<file path="src/sv/pspf_pkg.sv">
// ----------------------------------------------------------------------------
// Particle sensor frame parser package
// Shared constants, command and handshake types for the frame parser blocks.
// ----------------------------------------------------------------------------
package pspf_pkg;

  // Frame geometry.
  localparam int FRAME_BYTES = 32;
  localparam logic [7:0] START_BYTE = 8'h42;
  localparam int STORE_DEPTH = 14;
  localparam int RAW_WORDS = (FRAME_BYTES - 4) / 2;
  localparam int WORD_COUNT = (RAW_WORDS < STORE_DEPTH) ? RAW_WORDS : STORE_DEPTH;

  // Widths.
  localparam int POS_W = $clog2(FRAME_BYTES);
  localparam int IDX_W = 4;

  // Byte positions with a special role.
  localparam logic [POS_W-1:0] POS_HUNT  = '0;
  localparam logic [POS_W-1:0] POS_CHK_HI = POS_W'(FRAME_BYTES - 2);
  localparam logic [POS_W-1:0] POS_CHK_LO = POS_W'(FRAME_BYTES - 1);
  localparam logic [IDX_W-1:0] LAST_IDX  = IDX_W'(WORD_COUNT - 1);

  // One finished frame, handed from the front to the back.
  typedef struct packed {
    logic ok;
    logic bank;
  } cmd_t;

  // Back tells the front that a store bank has been fully emitted.
  typedef struct packed {
    logic valid;
    logic bank;
  } release_t;

  typedef enum logic {
    BACK_IDLE,
    BACK_EMIT
  } back_state_e;

endpackage

</file>
<file path="src/sv/pspf_front.sv">
// ----------------------------------------------------------------------------
// Frame parser front end
// Hunts for the start byte, sums the frame, assembles words into a two-bank
// store and posts one command per finished frame.
// ----------------------------------------------------------------------------
module pspf_front
  import pspf_pkg::*;
(
  input  logic             clk_i,
  input  logic             rst_ni,
  input  logic             push_i,
  input  logic [7:0]       rx_byte_i,
  output logic             full_o,
  output logic             cmd_valid_o,
  output cmd_t             cmd_o,
  input  logic             cmd_ready_i,
  input  release_t         release_i,
  input  logic             rd_bank_i,
  input  logic [IDX_W-1:0] rd_idx_i,
  output logic [15:0]      rd_data_o
);

  logic [POS_W-1:0] pos_q, pos_d;
  logic [15:0]      sum_q, sum_d;
  logic [7:0]       held_q, held_d;
  logic             wr_bank_q, wr_bank_d;
  logic [1:0]       busy_q, busy_d;
  logic [15:0]      store_q [2][STORE_DEPTH];
  logic [15:0]      rd_data_q;

  logic             accept;
  logic             wr_en;
  logic [IDX_W-1:0] wr_idx;
  logic [POS_W-1:0] off;
  logic [POS_W-2:0] word_num;
  logic [15:0]      check;
  logic             check_ok;

  // Stall on the final byte when the queue is full, and inside a frame whose
  // bank still holds words that the back has not emitted yet.
  assign full_o = ((pos_q == POS_CHK_LO) && !cmd_ready_i) ||
                  (busy_q[wr_bank_q] && (pos_q != POS_HUNT));
  assign accept = push_i && !full_o;

  assign off      = pos_q - POS_W'(2);
  assign word_num = off[POS_W-1:1];
  assign check    = {held_q, rx_byte_i};
  assign check_ok = (check == sum_q);

  // Byte parsing.
  always_comb begin
    pos_d       = pos_q;
    sum_d       = sum_q;
    held_d      = held_q;
    wr_bank_d   = wr_bank_q;
    busy_d      = busy_q;
    wr_en       = 1'b0;
    wr_idx      = IDX_W'(word_num);
    cmd_valid_o = 1'b0;
    cmd_o.ok    = check_ok;
    cmd_o.bank  = wr_bank_q;

    if (release_i.valid) begin
      busy_d[release_i.bank] = 1'b0;
    end

    if (accept) begin
      if (pos_q == POS_HUNT) begin
        if (rx_byte_i == START_BYTE) begin
          sum_d = {8'h00, START_BYTE};
          pos_d = POS_W'(1);
        end
      end else if (pos_q == POS_CHK_LO) begin
        pos_d       = POS_HUNT;
        cmd_valid_o = 1'b1;
        if (check_ok) begin
          busy_d[wr_bank_q] = 1'b1;
          wr_bank_d         = !wr_bank_q;
        end
      end else if (pos_q == POS_CHK_HI) begin
        held_d = rx_byte_i;
        pos_d  = pos_q + POS_W'(1);
      end else begin
        sum_d = sum_q + {8'h00, rx_byte_i};
        if (pos_q >= POS_W'(2)) begin
          if (!off[0]) begin
            held_d = rx_byte_i;
          end else if (int'(word_num) < STORE_DEPTH) begin
            wr_en = 1'b1;
          end
        end
        pos_d = pos_q + POS_W'(1);
      end
    end
  end

  // Control registers.
  always_ff @(posedge clk_i or negedge rst_ni) begin
    if (!rst_ni) begin
      pos_q     <= POS_HUNT;
      sum_q     <= '0;
      held_q    <= '0;
      wr_bank_q <= 1'b0;
      busy_q    <= '0;
    end else begin
      pos_q     <= pos_d;
      sum_q     <= sum_d;
      held_q    <= held_d;
      wr_bank_q <= wr_bank_d;
      busy_q    <= busy_d;
    end
  end

  // Word store, two banks so one frame can be emitted while the next fills.
  // The read port is registered; the back supplies the address from its next-state values.
  always_ff @(posedge clk_i) begin
    if (wr_en) begin
      store_q[wr_bank_q][wr_idx] <= {held_q, rx_byte_i};
    end
    rd_data_q <= store_q[rd_bank_i][rd_idx_i];
  end

  assign rd_data_o = rd_data_q;

endmodule

</file>
<file path="src/sv/pspf_cmd_fifo.sv">
// ----------------------------------------------------------------------------
// Frame command queue
// Two-entry queue of frame commands between the front and the back.
// ----------------------------------------------------------------------------
module pspf_cmd_fifo
  import pspf_pkg::*;
(
  input  logic clk_i,
  input  logic rst_ni,
  input  logic wr_valid_i,
  input  cmd_t wr_cmd_i,
  output logic wr_ready_o,
  output logic rd_valid_o,
  output cmd_t rd_cmd_o,
  input  logic rd_pop_i
);

  cmd_t       mem_q [2];
  logic       wr_ptr_q, rd_ptr_q;
  logic [1:0] count_q;
  logic       do_wr, do_rd;

  assign wr_ready_o = (count_q != 2'd2);
  assign rd_valid_o = (count_q != 2'd0);
  assign rd_cmd_o   = mem_q[rd_ptr_q];
  assign do_wr      = wr_valid_i && wr_ready_o;
  assign do_rd      = rd_pop_i && rd_valid_o;

  // Pointers and fill count.
  always_ff @(posedge clk_i or negedge rst_ni) begin
    if (!rst_ni) begin
      wr_ptr_q <= 1'b0;
      rd_ptr_q <= 1'b0;
      count_q  <= '0;
    end else begin
      if (do_wr) begin
        wr_ptr_q <= !wr_ptr_q;
      end
      if (do_rd) begin
        rd_ptr_q <= !rd_ptr_q;
      end
      count_q <= count_q + {1'b0, do_wr} - {1'b0, do_rd};
    end
  end

  // Entry storage.
  always_ff @(posedge clk_i) begin
    if (do_wr) begin
      mem_q[wr_ptr_q] <= wr_cmd_i;
    end
  end

endmodule

</file>
<file path="src/sv/pspf_back.sv">
// ----------------------------------------------------------------------------
// Frame parser back end
// Takes frame commands and emits the stored words, or one error item, through
// an output register.
// ----------------------------------------------------------------------------
module pspf_back
  import pspf_pkg::*;
(
  input  logic             clk_i,
  input  logic             rst_ni,
  input  logic             cmd_valid_i,
  input  cmd_t             cmd_i,
  output logic             cmd_pop_o,
  output logic             rd_bank_o,
  output logic [IDX_W-1:0] rd_idx_o,
  input  logic [15:0]      rd_data_i,
  output release_t         release_o,
  input  logic             pop_i,
  output logic             empty_o,
  output logic [3:0]       word_index_o,
  output logic [15:0]      word_value_o,
  output logic             checksum_ok_o,
  output logic             last_o
);

  back_state_e      state_q, state_d;
  logic             cur_ok_q, cur_ok_d;
  logic             cur_bank_q, cur_bank_d;
  logic [IDX_W-1:0] idx_q, idx_d;
  logic             out_valid_q, out_valid_d;
  logic             load;
  logic             can_load;
  logic             is_last;

  logic [3:0]       index_q;
  logic [15:0]      value_q;
  logic             ok_q;
  logic             last_q;

  assign can_load  = !out_valid_q || pop_i;
  assign is_last   = !cur_ok_q || (idx_q == LAST_IDX);

  // The store read is registered, so the next word's address is presented
  // here and its data arrives together with idx_q.
  assign rd_bank_o = cur_bank_d;
  assign rd_idx_o  = idx_d;

  // Sequencer over the words of one frame.
  always_comb begin
    state_d         = state_q;
    cur_ok_d        = cur_ok_q;
    cur_bank_d      = cur_bank_q;
    idx_d           = idx_q;
    cmd_pop_o       = 1'b0;
    load            = 1'b0;
    release_o.valid = 1'b0;
    release_o.bank  = cur_bank_q;

    unique case (state_q)
      BACK_IDLE: begin
        if (cmd_valid_i) begin
          cmd_pop_o  = 1'b1;
          cur_ok_d   = cmd_i.ok;
          cur_bank_d = cmd_i.bank;
          idx_d      = '0;
          state_d    = BACK_EMIT;
        end
      end
      BACK_EMIT: begin
        if (can_load) begin
          load = 1'b1;
          if (is_last) begin
            release_o.valid = cur_ok_q;
            state_d         = BACK_IDLE;
          end else begin
            idx_d = idx_q + IDX_W'(1);
          end
        end
      end
      default: begin
        state_d = BACK_IDLE;
      end
    endcase

    out_valid_d = (out_valid_q && !pop_i) || load;
  end

  // Control registers.
  always_ff @(posedge clk_i or negedge rst_ni) begin
    if (!rst_ni) begin
      state_q     <= BACK_IDLE;
      cur_ok_q    <= 1'b0;
      cur_bank_q  <= 1'b0;
      idx_q       <= '0;
      out_valid_q <= 1'b0;
    end else begin
      state_q     <= state_d;
      cur_ok_q    <= cur_ok_d;
      cur_bank_q  <= cur_bank_d;
      idx_q       <= idx_d;
      out_valid_q <= out_valid_d;
    end
  end

  // Output register; an error item carries index and value zero.
  always_ff @(posedge clk_i) begin
    if (load) begin
      index_q <= cur_ok_q ? idx_q : '0;
      value_q <= cur_ok_q ? rd_data_i : '0;
      ok_q    <= cur_ok_q;
      last_q  <= is_last;
    end
  end

  assign empty_o       = !out_valid_q;
  assign word_index_o  = index_q;
  assign word_value_o  = value_q;
  assign checksum_ok_o = ok_q;
  assign last_o        = last_q;

endmodule

</file>
<file path="src/sv/particle_sensor_frame_parser_unit.sv">
// ----------------------------------------------------------------------------
// Particle sensor frame parser
// Parses 32-byte sensor frames from a byte stream and emits decoded words.
// ----------------------------------------------------------------------------
// Bytes are taken one per clock cycle while full is low. A frame's results
// appear one per cycle while pop keeps taking them: fourteen words with
// checksum_ok set, or a single error item. The front parses bytes into a
// two-bank word store and posts a command to a two-entry queue; the back
// emits from the store through an output register. full rises on the final
// byte of a frame while the queue holds two frames, and inside a frame whose
// store bank still holds words that wait or are being emitted, which happens
// when the result side does not keep up with the byte stream.
module particle_sensor_frame_parser_unit
  import pspf_pkg::*;
(
  input  logic        clk_i,
  input  logic        rst_ni,
  input  logic        push,
  output logic        full,
  input  logic [7:0]  rx_byte_i,
  output logic        empty,
  input  logic        pop,
  output logic [3:0]  word_index_o,
  output logic [15:0] word_value_o,
  output logic        checksum_ok_o,
  output logic        last_o
);

  logic             fr_cmd_valid;
  cmd_t             fr_cmd;
  logic             fr_cmd_ready;
  logic             bk_cmd_valid;
  cmd_t             bk_cmd;
  logic             bk_cmd_pop;
  release_t         bank_release;
  logic             rd_bank;
  logic [IDX_W-1:0] rd_idx;
  logic [15:0]      rd_data;

  // Byte parser and word store.
  pspf_front u_front (
    .clk_i       (clk_i),
    .rst_ni      (rst_ni),
    .push_i      (push),
    .rx_byte_i   (rx_byte_i),
    .full_o      (full),
    .cmd_valid_o (fr_cmd_valid),
    .cmd_o       (fr_cmd),
    .cmd_ready_i (fr_cmd_ready),
    .release_i   (bank_release),
    .rd_bank_i   (rd_bank),
    .rd_idx_i    (rd_idx),
    .rd_data_o   (rd_data)
  );

  // Queue of finished frames.
  pspf_cmd_fifo u_fifo (
    .clk_i      (clk_i),
    .rst_ni     (rst_ni),
    .wr_valid_i (fr_cmd_valid),
    .wr_cmd_i   (fr_cmd),
    .wr_ready_o (fr_cmd_ready),
    .rd_valid_o (bk_cmd_valid),
    .rd_cmd_o   (bk_cmd),
    .rd_pop_i   (bk_cmd_pop)
  );

  // Result emitter.
  pspf_back u_back (
    .clk_i         (clk_i),
    .rst_ni        (rst_ni),
    .cmd_valid_i   (bk_cmd_valid),
    .cmd_i         (bk_cmd),
    .cmd_pop_o     (bk_cmd_pop),
    .rd_bank_o     (rd_bank),
    .rd_idx_o      (rd_idx),
    .rd_data_i     (rd_data),
    .release_o     (bank_release),
    .pop_i         (pop),
    .empty_o       (empty),
    .word_index_o  (word_index_o),
    .word_value_o  (word_value_o),
    .checksum_ok_o (checksum_ok_o),
    .last_o        (last_o)
  );

endmodule

</file>
<file path="config.mk">
export PLATFORM = sky130hd
export DESIGN_NAME = particle_sensor_frame_parser_unit
export DESIGN_NICKNAME = d
export VERILOG_FILES = /design/src/sv/pspf_pkg.sv /design/src/sv/pspf_front.sv /design/src/sv/pspf_cmd_fifo.sv /design/src/sv/pspf_back.sv /design/src/sv/particle_sensor_frame_parser_unit.sv
export SDC_FILE = /design/constraint.sdc
export NUM_CORES = 1
export LEC_CHECK = 0
export BUFFER_PORTS_ARGS = -buffer_cell sky130_fd_sc_hd__buf_2
export CAP_MARGIN = 20
export CORE_ASPECT_RATIO = 0.9
export CORE_UTILIZATION = 40
export DETAILED_ROUTE_END_ITERATION = 8
export GPL_TIMING_DRIVEN = 0
export MAX_ROUTING_LAYER = met4
export PLACE_DENSITY_LB_ADDON = 0.2
export SETUP_SLACK_MARGIN = 0.5
export SYNTH_ARGS = -nofsm -noshare
export SYNTH_HDL_FRONTEND = slang
export SYNTH_SLANG_ARGS = --single-unit
</file>
<file path="constraint.sdc">
create_clock -name clk_i -period 8.99 [get_ports clk_i]
set_clock_uncertainty 0.1 [all_clocks]
set_input_delay 0.899 -clock clk_i [delete_from_list [all_inputs] [get_ports clk_i]]
set_output_delay 0.899 -clock clk_i [all_outputs]
set_load 0.01 [all_outputs]
</file>
### After elaboration in Yosys (flattened, before gate mapping)

Memory sizes are Yosys's and may differ from the RTL's.
Index checks and enable logic that the tools add are counted.

| storage, ports and cells | value |
|---|---|
| logic and storage cells | 139 |
| output and inout bits | 24 |
| memories kept | 2 |
| bits of input ports | 12 |
| bits in writable memories | 452 |
| bits in registers | 82 |

Memory list:

| name | words | bits a word | rd ports | clocked after memory_dff | write ports | RTL line | text |
|---|---|---|---|---|---|---|---|
| u_front.store_q | 2 | 224 | 1 | 0 | 1 | pspf_front.sv:28 | `logic [15:0] store_q [2][STORE_DEPTH];` |
| u_fifo.mem_q | 2 | 2 | 1 | 0 | 1 | pspf_cmd_fifo.sv:18 | `cmd_t mem_q [2];` |

| operators by class | value |
|---|---|
| reductions and logical operators | 30 |
| multiplexer cells | 56 |
| bitwise gates (word level) | 8 |
| magnitude comparators | 9 |
| add/subtract/negate cells | 6 |
| eq/ne operators | 10 |

Operators by type and width:

| cell | count |
|---|---|
| $mux W224 | 1 |
| $mux W16 | 7 |
| $bmux W16 S4 | 1 |
| $demux W16 S4 | 1 |
| $mux W1 | 28 |
| $mux W8 | 3 |
| $add A16 B8 Y16 | 1 |
| $eq A16 B16 Y1 | 1 |
| $mux W5 | 3 |
| $mux W4 | 3 |
| $eq A5 B5 Y1 const B | 2 |
| $ge A5 B5 Y1 const B | 2 |
| $mux W2 | 5 |
| $not A4 Y5 | 2 |
| $logic_and A1 B1 Y1 | 9 |
| $eq A8 B7 Y1 const B | 1 |
| $logic_not A1 Y1 | 8 |
| $ne A2 B2 Y1 const B | 4 |
| $pmux W4 S2 | 1 |
| $reduce_and A4 Y1 | 2 |
| $add A5 B1 Y5 const B | 1 |
| $ge A5 B2 Y1 const B | 1 |
| $logic_not A5 Y1 | 1 |
| $lt A5 B1 Y1 const B | 1 |
| 20 further kinds | 30 |

### Longest topological paths before layout

| logic depth | value |
|---|---|
| depth after elaboration | 12 |
| mapped depth | 11 |
| depth with buffers taken out | 10 |

### Cells and area by module

Synthesis repeated with hierarchy kept, for this count alone.

| second synthesis, totals | value |
|---|---|
| cells, all modules | 1,135 |
| area total of the unflattened synthesis | 21,458.1 µm² |

By module, submodules not included:

| module | area each (µm²) | cells an instance | sequential area each (µm²) | times used |
|---|---|---|---|---|
| pspf_front | 19,814.0 | 1,012 | 14,574.0 | 1 |
| pspf_back | 1,267.5 | 95 | 860.8 | 1 |
| pspf_cmd_fifo | 376.6 | 28 | 220.2 | 1 |

### Worst setup path after synthesis

Ideal clock, no wire load.

| timing | value |
|---|---|
| path kind | flip-flop to flip-flop |
| start point | reg u_front.pos_q[0] |
| end point | mem u_front.store_q[0][16] (netlist bit), enable pin |
| setup time | 0.409 ns |
| arrival | 3.133 ns |
| buffers on the path | 0 |
| clock period less this slack | 3.642 ns |
| required time | 8.481 ns |
| path slack | 5.348 ns |
| cell stages (with the launch flop) | 10 |
| cells stage by stage | dfrtp_1 > ha_1 > and3_1 > ha_1 > or2b_1 > nor3_1 > o21ai_0 > nor2_1 > nand2_1 > nor3_1 |

| between the ends | value |
|---|---|
| longest elaborated chain between the ends | 11 |
| elaborated cells between the ends (all ways) | 27 |
| those cells by class | add/sub (1); order compare (4); eq/ne (2); mux (11); bitwise (1); reduce/logical (8) |

RTL lines:

| element | RTL line | text |
|---|---|---|
| start, declared | pspf_front.sv:23 | `logic [POS_W-1:0] pos_q, pos_d;` |
| start signal, assigned | pspf_front.sv:106 | `pos_q <= pos_d;` |
| $sub A5 B2 Y5 | pspf_front.sv:45 | `assign off = pos_q - POS_W'(2);` |
| $lt A4 B4 Y1 | pspf_front.sv:88 | `end else if (int'(word_num) < STORE_DEPTH) begin` |
| $mux W1 | pspf_front.sv:88 |  |
| $mux W1 | pspf_front.sv:86 | `if (!off[0]) begin` |
| $mux W1 | pspf_front.sv:85 | `if (pos_q >= POS_W'(2)) begin` |
| $mux W1 | pspf_front.sv:80 | `end else if (pos_q == POS_CHK_HI) begin` |
| $mux W1 | pspf_front.sv:73 | `end else if (pos_q == POS_CHK_LO) begin` |
| $mux W1 | pspf_front.sv:68 | `if (pos_q == POS_HUNT) begin` |
| $mux W1 | pspf_front.sv:67 | `if (accept) begin` |
| $mux W1 | pspf_front.sv:117 | `if (wr_en) begin` |
| $mux W224 (implied by the code) (*) | pspf_front.sv:118 | `store_q[wr_bank_q][wr_idx] <= {held_q, rx_byte_i};` |
| end, declared | pspf_front.sv:28 |  |

Every way passes the cells marked *; elsewhere a longest branch is shown, timed or not.

### Final worst setup path

| timing | value |
|---|---|
| start point | reg u_fifo.count_q[0] |
| end point | reg u_front.rd_data_q[5], in the netlist u_front.rd_data_o[5] |

| between the ends | value |
|---|---|
| longest elaborated chain between the ends | 7 |
| elaborated cells between the ends (all ways) | 10 |
| those cells by class | mux (7); bitwise (1); reduce/logical (1); memory (1) |

RTL lines:

| element | RTL line | text |
|---|---|---|
| start, declared | pspf_cmd_fifo.sv:20 | `logic [1:0] count_q;` |
| start signal, assigned | pspf_cmd_fifo.sv:42 | `count_q <= count_q + {1'b0, do_wr} - {1'b0, do_rd};` |
| $reduce_bool A2 Y1 (*) | pspf_cmd_fifo.sv:24 | `assign rd_valid_o = (count_q != 2'd0);` |
| $mux W1 or $mux W4 (tied branches) | pspf_back.sv:61 | `if (cmd_valid_i) begin` |
| $mux W1 or $pmux W4 S2 (tied branches) | pspf_back.sv:59 | `unique case (state_q)` |
| $mem_v2 Z2 W224 or $not A4 Y5 (tied branches) | -- |  |
| $bmux W16 S4 (*) | pspf_front.sv:120 | `rd_data_q <= store_q[rd_bank_i][rd_idx_i];` |
| $mux W16 (implied by the code) (*) (2 in a row) | pspf_front.sv:120 |  |
| end signal, assigned | pspf_front.sv:120 |  |
| end, declared | pspf_front.sv:29 | `logic [15:0] rd_data_q;` |

Every way passes the cells marked *; elsewhere a longest branch is shown, timed or not. The select of a mux whose other input is x is not followed.
A chain may end at the register's enable or synchronous reset.

==> metrics.md <==
| Metric | Value |
|---|---|
| Status | `completed` |
| Sequential cell area fraction in the yosys report | `74.4%` |
| Setup Fix Bufs, Post-CTS | `0` |
| Logic pwr share | `32.6%` |
| Gates resized, CTS repair | `0` |
| Worst r2r src | `u_fifo.count_q[0]$_DFF_PN0_` |
| Reg2reg path depth | `8` |
| Design area | `24,600 µm²` |
| Pint | `5.64 mW` |
| Worst Tran Pin Value | `1.16 ns` |
| Critical path data arrival time | `4.51 ns` |
| Site Rows | `79` |
| Period Utilization, post-route | `46.4%` |
| Synth async-reset ratio | `8.24%` |
| CTS tree | `done` |
| RSZ-0062 raised after global routing | `no` |
| Synth Warn # | `0` |
| Post-synth cell types | `58` |
| Worst path bufs/invs | `1` |
| Final Hold Vio Count | `0` |
| Total congestion overflow | `0` |
| #FFs+latches synth | `534` |
| Pwr Density | `338 nW/µm²` |
| Power Total | `8.32 mW` |
| Fmax | `240 MHz` |
| Die area | `53,500 µm²` |
| LEAKAGE | `8.19 nW` |
| Worst Setup SP | `u_fifo.count_q[0]$_DFF_PN0_` |
| Final Max Slew Viols | `0` |
| Worst setup endpoint | `u_front.rd_data_o[5]$_DFF_P_` |
| Register share of total power | `40.1%` |
| Crit-path max cell delay | `0.98 ns` |
| Htree depth | `2` |
| WL final | `50,400 µm` |
| Sw Share | `32.3%` |
| Crit. End Element | `register` |
| Post-place setup slack | `4.13 ns` |
| Die Ht | `220 µm` |
| Layout cells sized above 1 | `27.2%` |
| Crit path cell chain | `o21bai_2 > nor2_1 > a21oi_1 > clkbuf_1 > mux4_2 > a22o_1 > a2111oi_1 > a31oi_1` |
| Max clock buf depth | `3` |
| Top cells by count, synth | `edfxtp_1, mux4_2, nand2_1` |
| Root buf cell | `clkbuf_16` |
| Top cells by area, synth | `edfxtp_1, mux4_2, dfrtp_1` |
| Fin crit period | `4.17 ns` |
| Mapped Cells | `1,076` |
| First-pass GRT wire length | `74,400 µm` |
| Initial antenna violation count | `0` |
| Final Setup Violations | `0` |
| Hold-fix buffers, CTS | `0` |
| Clk network pwr share | `27.3%` |
| Max_cap viols | `0` |
| Maximum vdd drop | `0.229 mV` |
| Port bufs | `35` |
| CP max-delay cell | `a2111oi_1` |
| Worst min-delay path class | `in2async` |
| Largest area contributor in the netlist | `edfxtp_1` |
| Antenna Nets Post-Route | `0` |
| Setup TNS | `0 ns` |
| Post-DP Area | `22,700 µm²` |
| Final worst setup slack | `4.82 ns` |
| Initial detailed-routing violation count | `961` |
| Initial Util | `40.6%` |
| Largest net degree at the start of global routing | `45` |
| # fillers | `4,379` |
| Drt wl/cell | `25.9 µm` |
| P_sw | `2.69 mW` |
| DPL Wire Length | `33,600 µm` |
| Final Wtd Congestion | `0.948` |
| Number of global-route vias before repair | `10,839` |
| Vias | `10,641` |
| R2R Setup Slk | `4.82 ns` |
| Vias per cell | `5.48` |
| Number of synthesized flops with an enable pin | `474` |
| Slew HR | `22.2%` |
| DR pass1 iterations | `5` |
| Residual DRC count | `0` |
| Die width | `244 µm` |
| Area growth, synth to finish | `17.2%` |
| Top-count cell post-synth | `edfxtp_1` |
| Finished Core Util | `47.6%` |
| CP Data Required Time | `9.33 ns` |
| Yosys top cell area share | `67.7%` |
| Crit-path max FO | `10` |
| Reg-to-reg endpoint | `u_front.rd_data_o[5]$_DFF_P_` |
| Delay-heaviest family, CP | `compound AO/OA/AOI/OAI gates` |
| Syn Area/Cell | `19.6 µm²` |
| I/O pins | `36` |
| Clock Sinks | `534` |
| Post-layout net count | `1,243` |
| Cell count along the critical path | `8` |
| Type of origin of the critical path | `register` |
| WS Path Type | `reg2reg` |
| All-Layer GR Usage | `19.9%` |
| Synthesized cell area | `21,000 µm²` |
| CTS clk-pin slew, worst paths | `0.06 ns` |
| Synth Flop Type | `edfxtp_1` |
| Clk Latency, worst-skew pair | `0.61 ns` |
| N_diodes | `0` |
| CTS buffer count | `54` |
| Core area | `51,800 µm²` |
| Syn Nets | `1,110` |
-- layout make-up --
class / count / area (µm²) / share of cell area, %
Inverter: 25 / 93.8 / 0.381
Clock buffer: 79 / 1530 / 6.19
Sequential cell: 534 / 15700 / 63.5
Multi-Input combinational cell: 474 / 5120 / 20.8
Clock inverter: 23 / 283 / 1.15
Tap cell: 688 / 861 / 3.49
Buffer: 43 / 258 / 1.05
Timing Repair Buffer: 77 / 851 / 3.45
-- layer usage --
layer | GRT usage, % | wire [µm] | up-vias
li1 | - | - | 4639
met1 | 29.0 | 23800 | 5622
met2 | 29.0 | 22600 | 298
met3 | 3.11 | 2860 | 82
met4 | 5.81 | 1150 | 0
met5 | - | 0 | -
-- registers in the layout, indices dropped and copies added, names as in the netlist, 5 cells and up --
name and flops:
u_front.rd_data_o 16, u_front.store_q 448, u_front.held_q 8, u_back.word_value_o 16
u_front.sum_q 16, u_front.pos_q 5
-- worst min-delay path by stage --
stage,endpoint,slack (ns),cells past startpoint
2_1_floorplan,u_front.sum_q[5]$_DFFE_PN0P_,0.35,2
3_3_place_gp,u_fifo.wr_ptr_q$_DFFE_PN0N_,0.37,1
3_5_place_dp,u_fifo.wr_ptr_q$_DFFE_PN0N_,0.38,1
4_1_cts,u_fifo.wr_ptr_q$_DFFE_PN0N_,0.39,1
5_1_grt,u_front.held_q[2]$_DFFE_PN0P_,0.09,1
6_report,u_front.held_q[2]$_DFFE_PN0P_,0.08,1
-- per-stage QoR --
step                      std cells  hold WS [ns]
after CTS                      1937         0.392
after floorplan                1076         0.353
after global routing           1943        0.0876
after detailed placement       1835         0.380
after global placement         1799         0.375
final                          1943        0.0819
-- cells by family after synthesis --
logic type	count (synthesis)	share of synthesized area, %
and+or+nand+nor	185	4.54
DFF	534	74.4
adders and majority gates	22	1.34
buffers and inverters	68	1.67
AOI/OAI and AO/OA	109	3.91
xor gates and xnor gates	30	1.25
muxes	128	12.9
-- worst register-to-register path, cell delays in order, from the launching register on --
cell and delay [ns]:
dfrtp_1 0.45, o21bai_2 0.41, nor2_1 0.11, a21oi_1 0.47, clkbuf_1 0.69, mux4_2 0.44, a22o_1 0.26, a2111oi_1 0.98
a31oi_1 0.11
-- power groups by stage --
stage | logic [mW] | clock network, mW | registers, mW
CTS | 2.61 | 2.32 | 3.41
finish | 2.71 | 2.28 | 3.34
global route | 2.89 | 2.41 | 3.37
detailed placement | 2.60 | 0 | 3.47
floorplan | 1.65 | 0 | 3.36
global placement | 2.44 | 0 | 3.49
-- cells in the final DEF (no fill, tap or decap), drive strengths merged, types with 6 or more instances in the layout --
cell type	n
a2111oi	16
a21oi	6
a22o	21
a22oi	18
a31oi	16
and2	24
buf	102
clkbuf	96
clkinv	15
dfrtp	44
dfxtp	16
edfxtp	474
ha	21
inv	27
mux2	8
mux2i	8
mux4	112
nand2	45
nand3	16
nand4	6
nor2	45
nor2b	17
nor3	12
o21ai	15
xnor2	19
xor2	11
Power figures use the tool's default switching activity.
